**src/hdl/ntage_pkg.sv**
```systemverilog
// ----------------------------------------------------------------------------
// Neighbour table aging package
// Shared codes, widths and the sequencer state type for the neighbour table.
// ----------------------------------------------------------------------------
package ntage_pkg;

  localparam int ID_W     = 16;
  localparam int TIME_W   = 32;
  localparam int RAND_W   = 32;
  localparam int THR_W    = 8;
  localparam int KIND_W   = 2;
  localparam int STATUS_W = 2;
  localparam int OCNT_W   = 5;

  localparam logic [THR_W-1:0] THRESHOLD_RESET = 8'd10;

  localparam logic [KIND_W-1:0] KIND_HEARD = 2'd0;
  localparam logic [KIND_W-1:0] KIND_SWEEP = 2'd1;
  localparam logic [KIND_W-1:0] KIND_PICK  = 2'd2;

  localparam logic [STATUS_W-1:0] STATUS_OK    = 2'd0;
  localparam logic [STATUS_W-1:0] STATUS_FULL  = 2'd1;
  localparam logic [STATUS_W-1:0] STATUS_EMPTY = 2'd2;

  typedef enum logic [2:0] {
    S_IDLE,
    S_HEARD_RD,
    S_HEARD_CHK,
    S_SWEEP_RD,
    S_SWEEP_CHK,
    S_PICK_DIV,
    S_PICK_RD,
    S_PICK_CHK
  } state_t;

  typedef struct packed {
    logic busy;
    logic done;
  } mod_status_t;

endpackage

```
**src/hdl/neighbour_table_aging_top.sv**
```systemverilog
// ----------------------------------------------------------------------------
// Neighbour table with aging
// Keeps neighbour ids in insertion order with their last-heard second.
// ----------------------------------------------------------------------------
// The input channel carries one transaction per command: heard (look up the
// sender, append it if absent and the table has room, stamp its time), sweep
// (drop every entry older than the threshold and compact the rest) and pick
// (return the entry at the random word modulo the entry count). Every input
// transaction yields exactly one output transaction. The threshold is written
// through cfg_wr_en and cfg_wr_data; the user must write it only while the
// block is idle, and the block itself leaves this unchecked.
// The table sits in one memory with a registered read port, walked by a small
// sequencer one entry at a time. After a command that needs no scan (empty
// table or unused kind), out_valid rises in the cycle after acceptance. A pick
// on a filled table waits for the bit-serial modulo unit that handles one
// dividend bit per cycle. Only one transaction is in work at a time; in_ready
// is high while the sequencer is idle and the output register is empty, so the
// next input transaction is taken in the cycle after the result is accepted.
// A stalled receiver holds the result and blocks the input. Reset empties the
// table and sets the threshold to ten seconds.
// ----------------------------------------------------------------------------
module neighbour_table_aging_top #(
  parameter int TABLE_DEPTH = 16
) (
  input  logic                          clk,
  input  logic                          rst_n,
  input  logic                          cfg_wr_en,
  input  logic [ntage_pkg::THR_W-1:0]   cfg_wr_data,
  input  logic                          in_valid,
  output logic                          in_ready,
  input  logic [ntage_pkg::KIND_W-1:0]  in_kind,
  input  logic [ntage_pkg::ID_W-1:0]    in_node_id,
  input  logic [ntage_pkg::TIME_W-1:0]  in_now_seconds,
  input  logic [ntage_pkg::RAND_W-1:0]  in_random_value,
  output logic                          out_valid,
  input  logic                          out_ready,
  output logic [ntage_pkg::STATUS_W-1:0] out_status,
  output logic [ntage_pkg::ID_W-1:0]    out_picked_id,
  output logic                          out_was_new,
  output logic [ntage_pkg::OCNT_W-1:0]  out_removed_count,
  output logic [ntage_pkg::OCNT_W-1:0]  out_entry_total
);
  import ntage_pkg::*;

  localparam int IW = (TABLE_DEPTH > 1) ? $clog2(TABLE_DEPTH) : 1;
  localparam int CW = $clog2(TABLE_DEPTH + 1);

  state_t state_r, state_nxt;

  logic [THR_W-1:0]    thr_r;
  logic [CW-1:0]       cnt_r, cnt_nxt;
  logic [IW-1:0]       idx_r, idx_nxt;
  logic [CW-1:0]       keep_r, keep_nxt;
  logic [CW-1:0]       removed_r, removed_nxt;
  logic [STATUS_W-1:0] status_r, status_nxt;
  logic [ID_W-1:0]     picked_r, picked_nxt;
  logic                was_new_r, was_new_nxt;
  logic [ID_W-1:0]     id_r, id_nxt;
  logic [TIME_W-1:0]   now_r, now_nxt;

  logic                out_valid_r, out_valid_nxt;
  logic [STATUS_W-1:0] out_status_r;
  logic [ID_W-1:0]     out_picked_r;
  logic                out_was_new_r;
  logic [CW-1:0]       out_removed_r;
  logic [CW-1:0]       out_total_r;

  logic [ID_W-1:0]     ids_mem [TABLE_DEPTH];
  logic [TIME_W-1:0]   time_mem [TABLE_DEPTH];
  logic [ID_W-1:0]     rd_id_r;
  logic [TIME_W-1:0]   rd_time_r;
  logic                mem_we;
  logic [IW-1:0]       mem_waddr;
  logic [IW-1:0]       mem_raddr;
  logic [ID_W-1:0]     mem_wid;
  logic [TIME_W-1:0]   mem_wtime;

  logic                in_acc;
  logic                out_load;
  logic                is_last;
  logic                has_room;
  logic                expired;
  logic [TIME_W-1:0]   age;
  logic                mod_start;
  mod_status_t         mod_st;
  logic [IW-1:0]       mod_rem;

  assign in_acc   = in_valid && in_ready;
  assign in_ready = (state_r == S_IDLE) && !out_valid_r;
  assign is_last  = ((CW'(idx_r) + CW'(1)) == cnt_r);
  assign has_room = (cnt_r < CW'(TABLE_DEPTH));
  assign age      = now_r - rd_time_r;
  assign expired  = (age > TIME_W'(thr_r));
  assign mod_start = in_acc && (in_kind == KIND_PICK) && (cnt_r != '0);
  assign mem_raddr = (state_r == S_PICK_RD) ? mod_rem : idx_r;

  ntage_mod_unit #(
    .CNT_W (CW),
    .IDX_W (IW)
  ) u_mod (
    .clk       (clk),
    .rst_n     (rst_n),
    .start     (mod_start),
    .dividend  (in_random_value),
    .divisor   (cnt_r),
    .status    (mod_st),
    .remainder (mod_rem)
  );

  // Next state.
  always_comb begin
    state_nxt = state_r;
    unique case (state_r)
      S_IDLE: begin
        if (in_acc) begin
          unique case (in_kind)
            KIND_HEARD: state_nxt = (cnt_r == '0) ? S_IDLE : S_HEARD_RD;
            KIND_SWEEP: state_nxt = (cnt_r == '0) ? S_IDLE : S_SWEEP_RD;
            KIND_PICK:  state_nxt = (cnt_r == '0) ? S_IDLE : S_PICK_DIV;
            default:    state_nxt = S_IDLE;
          endcase
        end
      end
      S_HEARD_RD:  state_nxt = S_HEARD_CHK;
      S_HEARD_CHK: begin
        if (rd_id_r == id_r || is_last) begin
          state_nxt = S_IDLE;
        end else begin
          state_nxt = S_HEARD_RD;
        end
      end
      S_SWEEP_RD:  state_nxt = S_SWEEP_CHK;
      S_SWEEP_CHK: state_nxt = is_last ? S_IDLE : S_SWEEP_RD;
      S_PICK_DIV:  state_nxt = mod_st.done ? S_PICK_RD : S_PICK_DIV;
      S_PICK_RD:   state_nxt = S_PICK_CHK;
      S_PICK_CHK:  state_nxt = S_IDLE;
      default:     state_nxt = S_IDLE;
    endcase
  end

  // A result is finished when the sequencer returns to idle from a command.
  logic finish;
  always_comb begin
    finish = 1'b0;
    unique case (state_r)
      S_IDLE:      finish = in_acc && (state_nxt == S_IDLE);
      S_HEARD_CHK: finish = (state_nxt == S_IDLE);
      S_SWEEP_CHK: finish = is_last;
      S_PICK_CHK:  finish = 1'b1;
      default:     finish = 1'b0;
    endcase
  end

  // Datapath and memory controls.
  always_comb begin
    cnt_nxt     = cnt_r;
    idx_nxt     = idx_r;
    keep_nxt    = keep_r;
    removed_nxt = removed_r;
    status_nxt  = status_r;
    picked_nxt  = picked_r;
    was_new_nxt = was_new_r;
    id_nxt      = id_r;
    now_nxt     = now_r;
    mem_we      = 1'b0;
    mem_waddr   = idx_r;
    mem_wid     = id_r;
    mem_wtime   = now_r;
    unique case (state_r)
      S_IDLE: begin
        if (in_acc) begin
          id_nxt      = in_node_id;
          now_nxt     = in_now_seconds;
          idx_nxt     = '0;
          keep_nxt    = '0;
          removed_nxt = '0;
          status_nxt  = STATUS_OK;
          was_new_nxt = 1'b0;
          picked_nxt  = '0;
          if (in_kind == KIND_HEARD) begin
            picked_nxt = in_node_id;
            if (cnt_r == '0) begin
              mem_we      = 1'b1;
              mem_waddr   = '0;
              mem_wid     = in_node_id;
              mem_wtime   = in_now_seconds;
              cnt_nxt     = CW'(1);
              was_new_nxt = 1'b1;
            end
          end else if (in_kind == KIND_PICK && cnt_r == '0) begin
            status_nxt = STATUS_EMPTY;
          end
        end
      end
      S_HEARD_CHK: begin
        if (rd_id_r == id_r) begin
          mem_we = 1'b1;
        end else if (is_last) begin
          if (has_room) begin
            mem_we      = 1'b1;
            mem_waddr   = IW'(cnt_r);
            cnt_nxt     = cnt_r + CW'(1);
            was_new_nxt = 1'b1;
          end else begin
            status_nxt = STATUS_FULL;
          end
        end else begin
          idx_nxt = idx_r + IW'(1);
        end
      end
      S_SWEEP_CHK: begin
        if (expired) begin
          removed_nxt = removed_r + CW'(1);
        end else begin
          mem_we    = 1'b1;
          mem_waddr = IW'(keep_r);
          mem_wid   = rd_id_r;
          mem_wtime = rd_time_r;
          keep_nxt  = keep_r + CW'(1);
        end
        if (is_last) begin
          cnt_nxt = expired ? keep_r : keep_r + CW'(1);
        end else begin
          idx_nxt = idx_r + IW'(1);
        end
      end
      S_PICK_CHK: picked_nxt = rd_id_r;
      default: begin
      end
    endcase
  end

  assign out_load = finish;

  always_comb begin
    out_valid_nxt = out_valid_r;
    if (out_load) begin
      out_valid_nxt = 1'b1;
    end else if (out_ready) begin
      out_valid_nxt = 1'b0;
    end
  end

  always_ff @(posedge clk) begin
    if (mem_we) begin
      ids_mem[mem_waddr]  <= mem_wid;
      time_mem[mem_waddr] <= mem_wtime;
    end
    rd_id_r   <= ids_mem[mem_raddr];
    rd_time_r <= time_mem[mem_raddr];
  end

  always_ff @(posedge clk) begin
    if (!rst_n) begin
      state_r     <= S_IDLE;
      thr_r       <= THRESHOLD_RESET;
      cnt_r       <= '0;
      out_valid_r <= 1'b0;
    end else begin
      state_r     <= state_nxt;
      cnt_r       <= cnt_nxt;
      out_valid_r <= out_valid_nxt;
      if (cfg_wr_en) begin
        thr_r <= cfg_wr_data;
      end
    end
    idx_r     <= idx_nxt;
    keep_r    <= keep_nxt;
    removed_r <= removed_nxt;
    status_r  <= status_nxt;
    picked_r  <= picked_nxt;
    was_new_r <= was_new_nxt;
    id_r      <= id_nxt;
    now_r     <= now_nxt;
    if (out_load) begin
      out_status_r  <= status_nxt;
      out_picked_r  <= picked_nxt;
      out_was_new_r <= was_new_nxt;
      out_removed_r <= removed_nxt;
      out_total_r   <= cnt_nxt;
    end
  end

  assign out_valid         = out_valid_r;
  assign out_status        = out_status_r;
  assign out_picked_id     = out_picked_r;
  assign out_was_new       = out_was_new_r;
  assign out_removed_count = OCNT_W'(out_removed_r);
  assign out_entry_total   = OCNT_W'(out_total_r);

  a_count_bound: assert property (@(posedge clk) disable iff (!rst_n)
    cnt_r <= CW'(TABLE_DEPTH))
    else $error("entry count exceeds table depth");

  a_mod_done_in_pick: assert property (@(posedge clk) disable iff (!rst_n)
    mod_st.done |-> state_r == S_PICK_DIV)
    else $error("modulo result arrived outside a pick");

  a_keep_behind_scan: assert property (@(posedge clk) disable iff (!rst_n)
    state_r == S_SWEEP_CHK |-> keep_r <= CW'(idx_r))
    else $error("sweep write pointer passed the read pointer");

  a_one_in_work: assert property (@(posedge clk) disable iff (!rst_n)
    (in_acc && in_kind != KIND_SWEEP && in_kind != KIND_HEARD && in_kind != KIND_PICK)
      |=> out_valid)
    else $error("unused command produced no result");

endmodule

```
**src/hdl/ntage_mod_unit.sv**
```systemverilog
// ----------------------------------------------------------------------------
// Neighbour table serial modulo unit
// Computes a 32-bit word modulo the entry count, one dividend bit per cycle.
// ----------------------------------------------------------------------------
module ntage_mod_unit #(
  parameter int CNT_W = 5,
  parameter int IDX_W = 4
) (
  input  logic                        clk,
  input  logic                        rst_n,
  input  logic                        start,
  input  logic [ntage_pkg::RAND_W-1:0] dividend,
  input  logic [CNT_W-1:0]            divisor,
  output ntage_pkg::mod_status_t      status,
  output logic [IDX_W-1:0]            remainder
);
  import ntage_pkg::*;

  localparam int STEP_W = $clog2(RAND_W);

  logic              busy_r, busy_nxt;
  logic              done_r, done_nxt;
  logic [STEP_W-1:0] step_r, step_nxt;
  logic [RAND_W-1:0] dvd_r, dvd_nxt;
  logic [CNT_W-1:0]  rem_r, rem_nxt;
  logic [CNT_W:0]    shifted;
  logic [CNT_W:0]    diff;

  assign shifted = {rem_r, dvd_r[RAND_W-1]};
  assign diff    = shifted - {1'b0, divisor};

  always_comb begin
    busy_nxt = busy_r;
    done_nxt = 1'b0;
    step_nxt = step_r;
    dvd_nxt  = dvd_r;
    rem_nxt  = rem_r;
    if (start) begin
      busy_nxt = 1'b1;
      step_nxt = '0;
      dvd_nxt  = dividend;
      rem_nxt  = '0;
    end else if (busy_r) begin
      dvd_nxt  = {dvd_r[RAND_W-2:0], 1'b0};
      rem_nxt  = (shifted >= {1'b0, divisor}) ? diff[CNT_W-1:0] : shifted[CNT_W-1:0];
      step_nxt = step_r + STEP_W'(1);
      if (step_r == STEP_W'(RAND_W - 1)) begin
        busy_nxt = 1'b0;
        done_nxt = 1'b1;
      end
    end
  end

  always_ff @(posedge clk) begin
    if (!rst_n) begin
      busy_r <= 1'b0;
      done_r <= 1'b0;
      step_r <= '0;
    end else begin
      busy_r <= busy_nxt;
      done_r <= done_nxt;
      step_r <= step_nxt;
    end
    dvd_r <= dvd_nxt;
    rem_r <= rem_nxt;
  end

  assign status.busy = busy_r;
  assign status.done = done_r;
  assign remainder   = IDX_W'(rem_r);

endmodule

```
**config.mk**
```make
export PLATFORM = sky130hd
export DESIGN_NAME = neighbour_table_aging_top
export DESIGN_NICKNAME = d
export VERILOG_FILES = /design/src/hdl/ntage_pkg.sv /design/src/hdl/neighbour_table_aging_top.sv /design/src/hdl/ntage_mod_unit.sv
export SDC_FILE = /design/constraint.sdc
export NUM_CORES = 1
export LEC_CHECK = 0
export BUFFER_PORTS_ARGS = -buffer_cell sky130_fd_sc_hd__buf_2
export CAP_MARGIN = 20
export CORE_MARGIN = 8
export CORE_UTILIZATION = 45
export DETAILED_ROUTE_END_ITERATION = 8
export GPL_TIMING_DRIVEN = 0
export PLACE_DENSITY_LB_ADDON = 0.25
export SETUP_SLACK_MARGIN = 0.05
export SLEW_MARGIN = 10
export SYNTH_ARGS = -nofsm -noshare
export SYNTH_HDL_FRONTEND = slang
export SYNTH_SLANG_ARGS = --single-unit
```
**constraint.sdc**
```tcl
create_clock -name clk -period 9.2 [get_ports clk]
set_clock_uncertainty 0.15 [all_clocks]
set_input_delay 2.76 -clock clk [delete_from_list [all_inputs] [get_ports clk]]
set_output_delay 2.76 -clock clk [all_outputs]
set_load 0.01 [all_outputs]
```
==> results.py <==
metrics = {
    "timing": {
        "worst_pin_slew_ns": 1.14,
        "holdWs_ns": 0.345,
        "setup_viol": 0,
        "slew_viol_final": 0,
        "relSlewSlack": 0.219,
        "rsz0062_at_grt": "no",
        "clock.fmax_mhz": 140,
        "finalWorstSetupSlack_ns": 2.06,
        "fin_setup_tns_ns": 0,
        "finalCritPeriodShare": 0.776,
        "final_hold_viol_count": 0,
        "min_period_ns": 7.14,
    },
    "pwr": {
        "vdd_drop_max_v": 0.000167,
        "power.internal_w": 0.00980,
        "p_sw_frac": 0.342,
        "switching_power_w": 0.00510,
        "clkPwrFrac": 0.266,
        "p_leak_nw": 16.4,
        "p_per_area_nw_per_um2": 316,
        "total_power_w": 0.0149,
        "power_frac_comb": 0.338,
        "sequentialPowerShare": 0.395,
    },
    "grt": {
        "antenna_found_initial": 0,
        "track_usage": 0.209,
        "overflow": 0,
        "grt_pass1_wl_um": 160000,
        "grt_pass1_vias": 24269,
        "grt_max_degree": 41,
    },
    "finish": {
        "final_net_count": 2924,
        "layout_common_cells": "edfxtp_1, nand2_1, mux4_2",
        "diodes": 0,
        "mostFrequentLayoutCell": "edfxtp_1",
        "layout-drive-gt1-share": 0.204,
        "syn2layout_area_growth_pct": 15.2,
        "fill_cells": 7165,
    },
    "floorplan": {
        "die_w_um": 318,
        "die_area_um2": 101000,
        "coreArea_um2": 90100,
        "die_y_um": 318,
        "start_util": 0.454,
        "ioPinCount": 126,
        "rows": 110,
    },
    "worst_hold_path": {
        "min_to": "removed_r[4]",
        "hp-start": "removed_r[4]",
        "hold_depth": 2,
        "hold_path.class": "reg2reg",
    },
    "detailed_routing": {
        "viasPerCell": 5.91,
        "drtAntennaViolNets": 0,
        "drc": 0,
        "wl_per_cell_um": 26.7,
        "num_vias": 23865,
        "drt_wl_total_um": 108000,
        "drtPass1Iterations": 6,
        "drt_iter0_markers": 2551,
    },
    "clocking": {
        "clock_path_buffers": 3,
        "cts_resized": 0,
        "hold_buffers": 0,
        "root_buffer": "clkbuf_16",
        "postCtsSetupBuffers": 0,
        "cts.clk_slew.worst_paths_ns": 0.06,
        "cts_htree_levels": 3,
        "cts_tree": "yes",
        "clk-insertion-delay-late_ns": 0.68,
        "cts_buffers": 99,
        "cts_sinks": 987,
    },
    "synthesis": {
        "synth_fp_nets": 2645,
        "syn_avg_cell_area_um2": 16.4,
        "yosys.area.top_type_share": 0.650,
        "yosysTopAreaCell": "edfxtp_1",
        "syn-cell-area_um2": 40900,
        "async_flop_share": 0,
        "synth-seq-cells": 987,
        "ys_seq_area_frac": 0.699,
        "synth_top_family_by_area": "multiplexers",
        "synth.top_cells.by_area": "edfxtp_1, mux4_2, dfxtp_1",
        "synth-warning-count": 0,
        "synthDistinctLibCells": 89,
        "syn-instance-count": 2497,
        "synthSimpleGateAreaFrac": 0.0643,
        "synthFlopType": "edfxtp_1",
        "synthAdderAreaFrac": 0.0166,
        "synth_edf_count": 886,
        "synth_mux_area_frac": 0.112,
        "synth-compound-area-share": 0.0772,
        "synth-xor-area-share": 0.0102,
    },
    "worst_setup_path": {
        "worstRegToRegCells": 21,
        "reg2reg_setup_slack_ns": 2.06,
        "cp.required_ns": 9.42,
        "critical_path_peak_fanout": 11,
        "path_class": "reg2reg",
        "r2r_end": "time_mem[11][17]",
        "arrival_ns": 7.36,
        "reg2reg_from": "now_r[4]",
        "worst_setup_path_end_kind": "register",
        "crit_path_start_kind": "register",
    },
    "placed_design": {
        "numPortBuffers": 124,
        "pre_cts_slack_ns": 1.88,
        "place_congestion": 0.887,
        "dp_hpwl_um": 73200,
    },
    "job": {
        "maxCapViolCount": 0,
    },
    "status": {
        "status": "finished, final reports clean",
    },
}
-- routing by layer --
layer,share of wire,routed length [um],global-route usage,vias to the layer above
met5,0,0,0,-
met4,0.025,2750,0.0607,0
li1,-,-,-,10459
met1,0.41,44600,0.277,12360
met3,0.057,6190,0.0275,174
met2,0.50,54300,0.363,872
-- final cells by class --
cell class                      instances  area (um2)  area share
Timing Repair Buffer                  178        1430      0.0302
Multi-Input combinational cell       1300       11600       0.245
Buffer                                136         564      0.0120
Sequential cell                       987       28600       0.607
Clock inverter                         51         478      0.0101
Tap cell                             1176        1470      0.0312
Inverter                               74         280     0.00594
Clock buffer                          136        2740      0.0581
-- how the worst max path moves through the flow --
stage | depth (start not counted) | start | endpoint | slack [ns]
5_1_grt | 21 | now_r[4] | time_mem[11][23] | 1.68
6_report | 21 | now_r[4] | time_mem[11][17] | 2.06
3_3_place_gp | 18 | now_r[4] | time_mem[2][20] | -4.68
2_1_floorplan | 10 | in_valid | ids_mem[2][0] | 0.77
3_5_place_dp | 8 | in_valid | ids_mem[11][0] | 1.88
4_1_cts | 21 | now_r[4] | time_mem[11][23] | 1.93
-- worst max-delay path, stage by stage (launching register included) --
cell and delay (ns):
edfxtp_1 0.40, ha_1 0.45, o211ai_1 0.13, a21oi_1 0.64, nor2_1 0.25, o21ai_0 0.27
xor2_1 0.40, ha_1 0.33, nand4_1 0.11, nor2_1 0.07, a211oi_1 0.68, a211oi_1 0.15
o2111a_1 0.18, and4_1 0.32, and4_1 0.27, buf_6 0.15, mux2i_4 0.27, nand3b_4 0.17
nor3b_4 0.76, buf_8 0.25, buf_8 0.20, buf_8 0.18
-- state kept, by name, summed over array words and instances, names as in the netlist, 8 cells and up --
name / count
picked_r: 16
out_picked_id: 16
rd_time_r: 32
rd_id_r: 16
thr_r: 8
u_mod.dvd_r: 32
ids_mem: 256
id_r: 16
time_mem: 512
now_r: 32
-- synth_stat cells (all sizes together), types with 3 or more instances --
| cell type | count |
|---|---|
| a221o | 16 |
| inv | 74 |
| o21bai | 6 |
| nand2 | 258 |
| ha | 51 |
| nor2 | 71 |
| nor4 | 9 |
| or2 | 5 |
| a21boi | 5 |
| a22o | 48 |
| edfxtp | 886 |
| a41o | 3 |
| nand4 | 20 |
| nand2b | 15 |
| and4 | 3 |
| nand3b | 5 |
| and2 | 54 |
| nor2b | 13 |
| mux2i | 22 |
| nor3b | 6 |
| a31oi | 56 |
| or3 | 6 |
| xor2 | 26 |
| nand3 | 23 |
| o211a | 3 |
| nor3 | 22 |
| a211oi | 55 |
| buf | 48 |
| dfxtp | 101 |
| and3 | 31 |
| a21o | 65 |
| o22ai | 6 |
| xnor2 | 19 |
| o2111ai | 6 |
| a221oi | 4 |
| o21a | 15 |
| mux4 | 192 |
| o21ai | 42 |
| a21oi | 67 |
| clkbuf | 88 |
| a32oi | 3 |
| o211ai | 13 |
| a2111oi | 4 |
-- power by group through the flow --
stage                     Clock, W  Sequential, W  Combinational (W)
after detailed placement         0        0.00597            0.00504
after global routing       0.00420        0.00592            0.00544
after floorplan                  0        0.00592            0.00332
final                      0.00397        0.00589            0.00504
after CTS                  0.00403        0.00588            0.00506
after global placement           0        0.00598            0.00488
-- kinds of logic after synthesis --
family,Yosys count
and+or+nand+nor,547
adders and majority gates,53
muxes,216
xor gates and xnor gates,46
AOI/OAI and AO/OA,438
buffers and inverters,210
DFF,987
-- per-stage QoR --
stage	cell area, um2	utilization	cells
2_1_floorplan	40900	-	2497
3_3_place_gp	43000	0.477	3797
3_5_place_dp	43900	0.487	3851
4_1_cts	47100	0.523	4038
5_1_grt	47100	0.523	4038
6_report	47100	0.523	4038
Power figures use the tool's default switching activity.
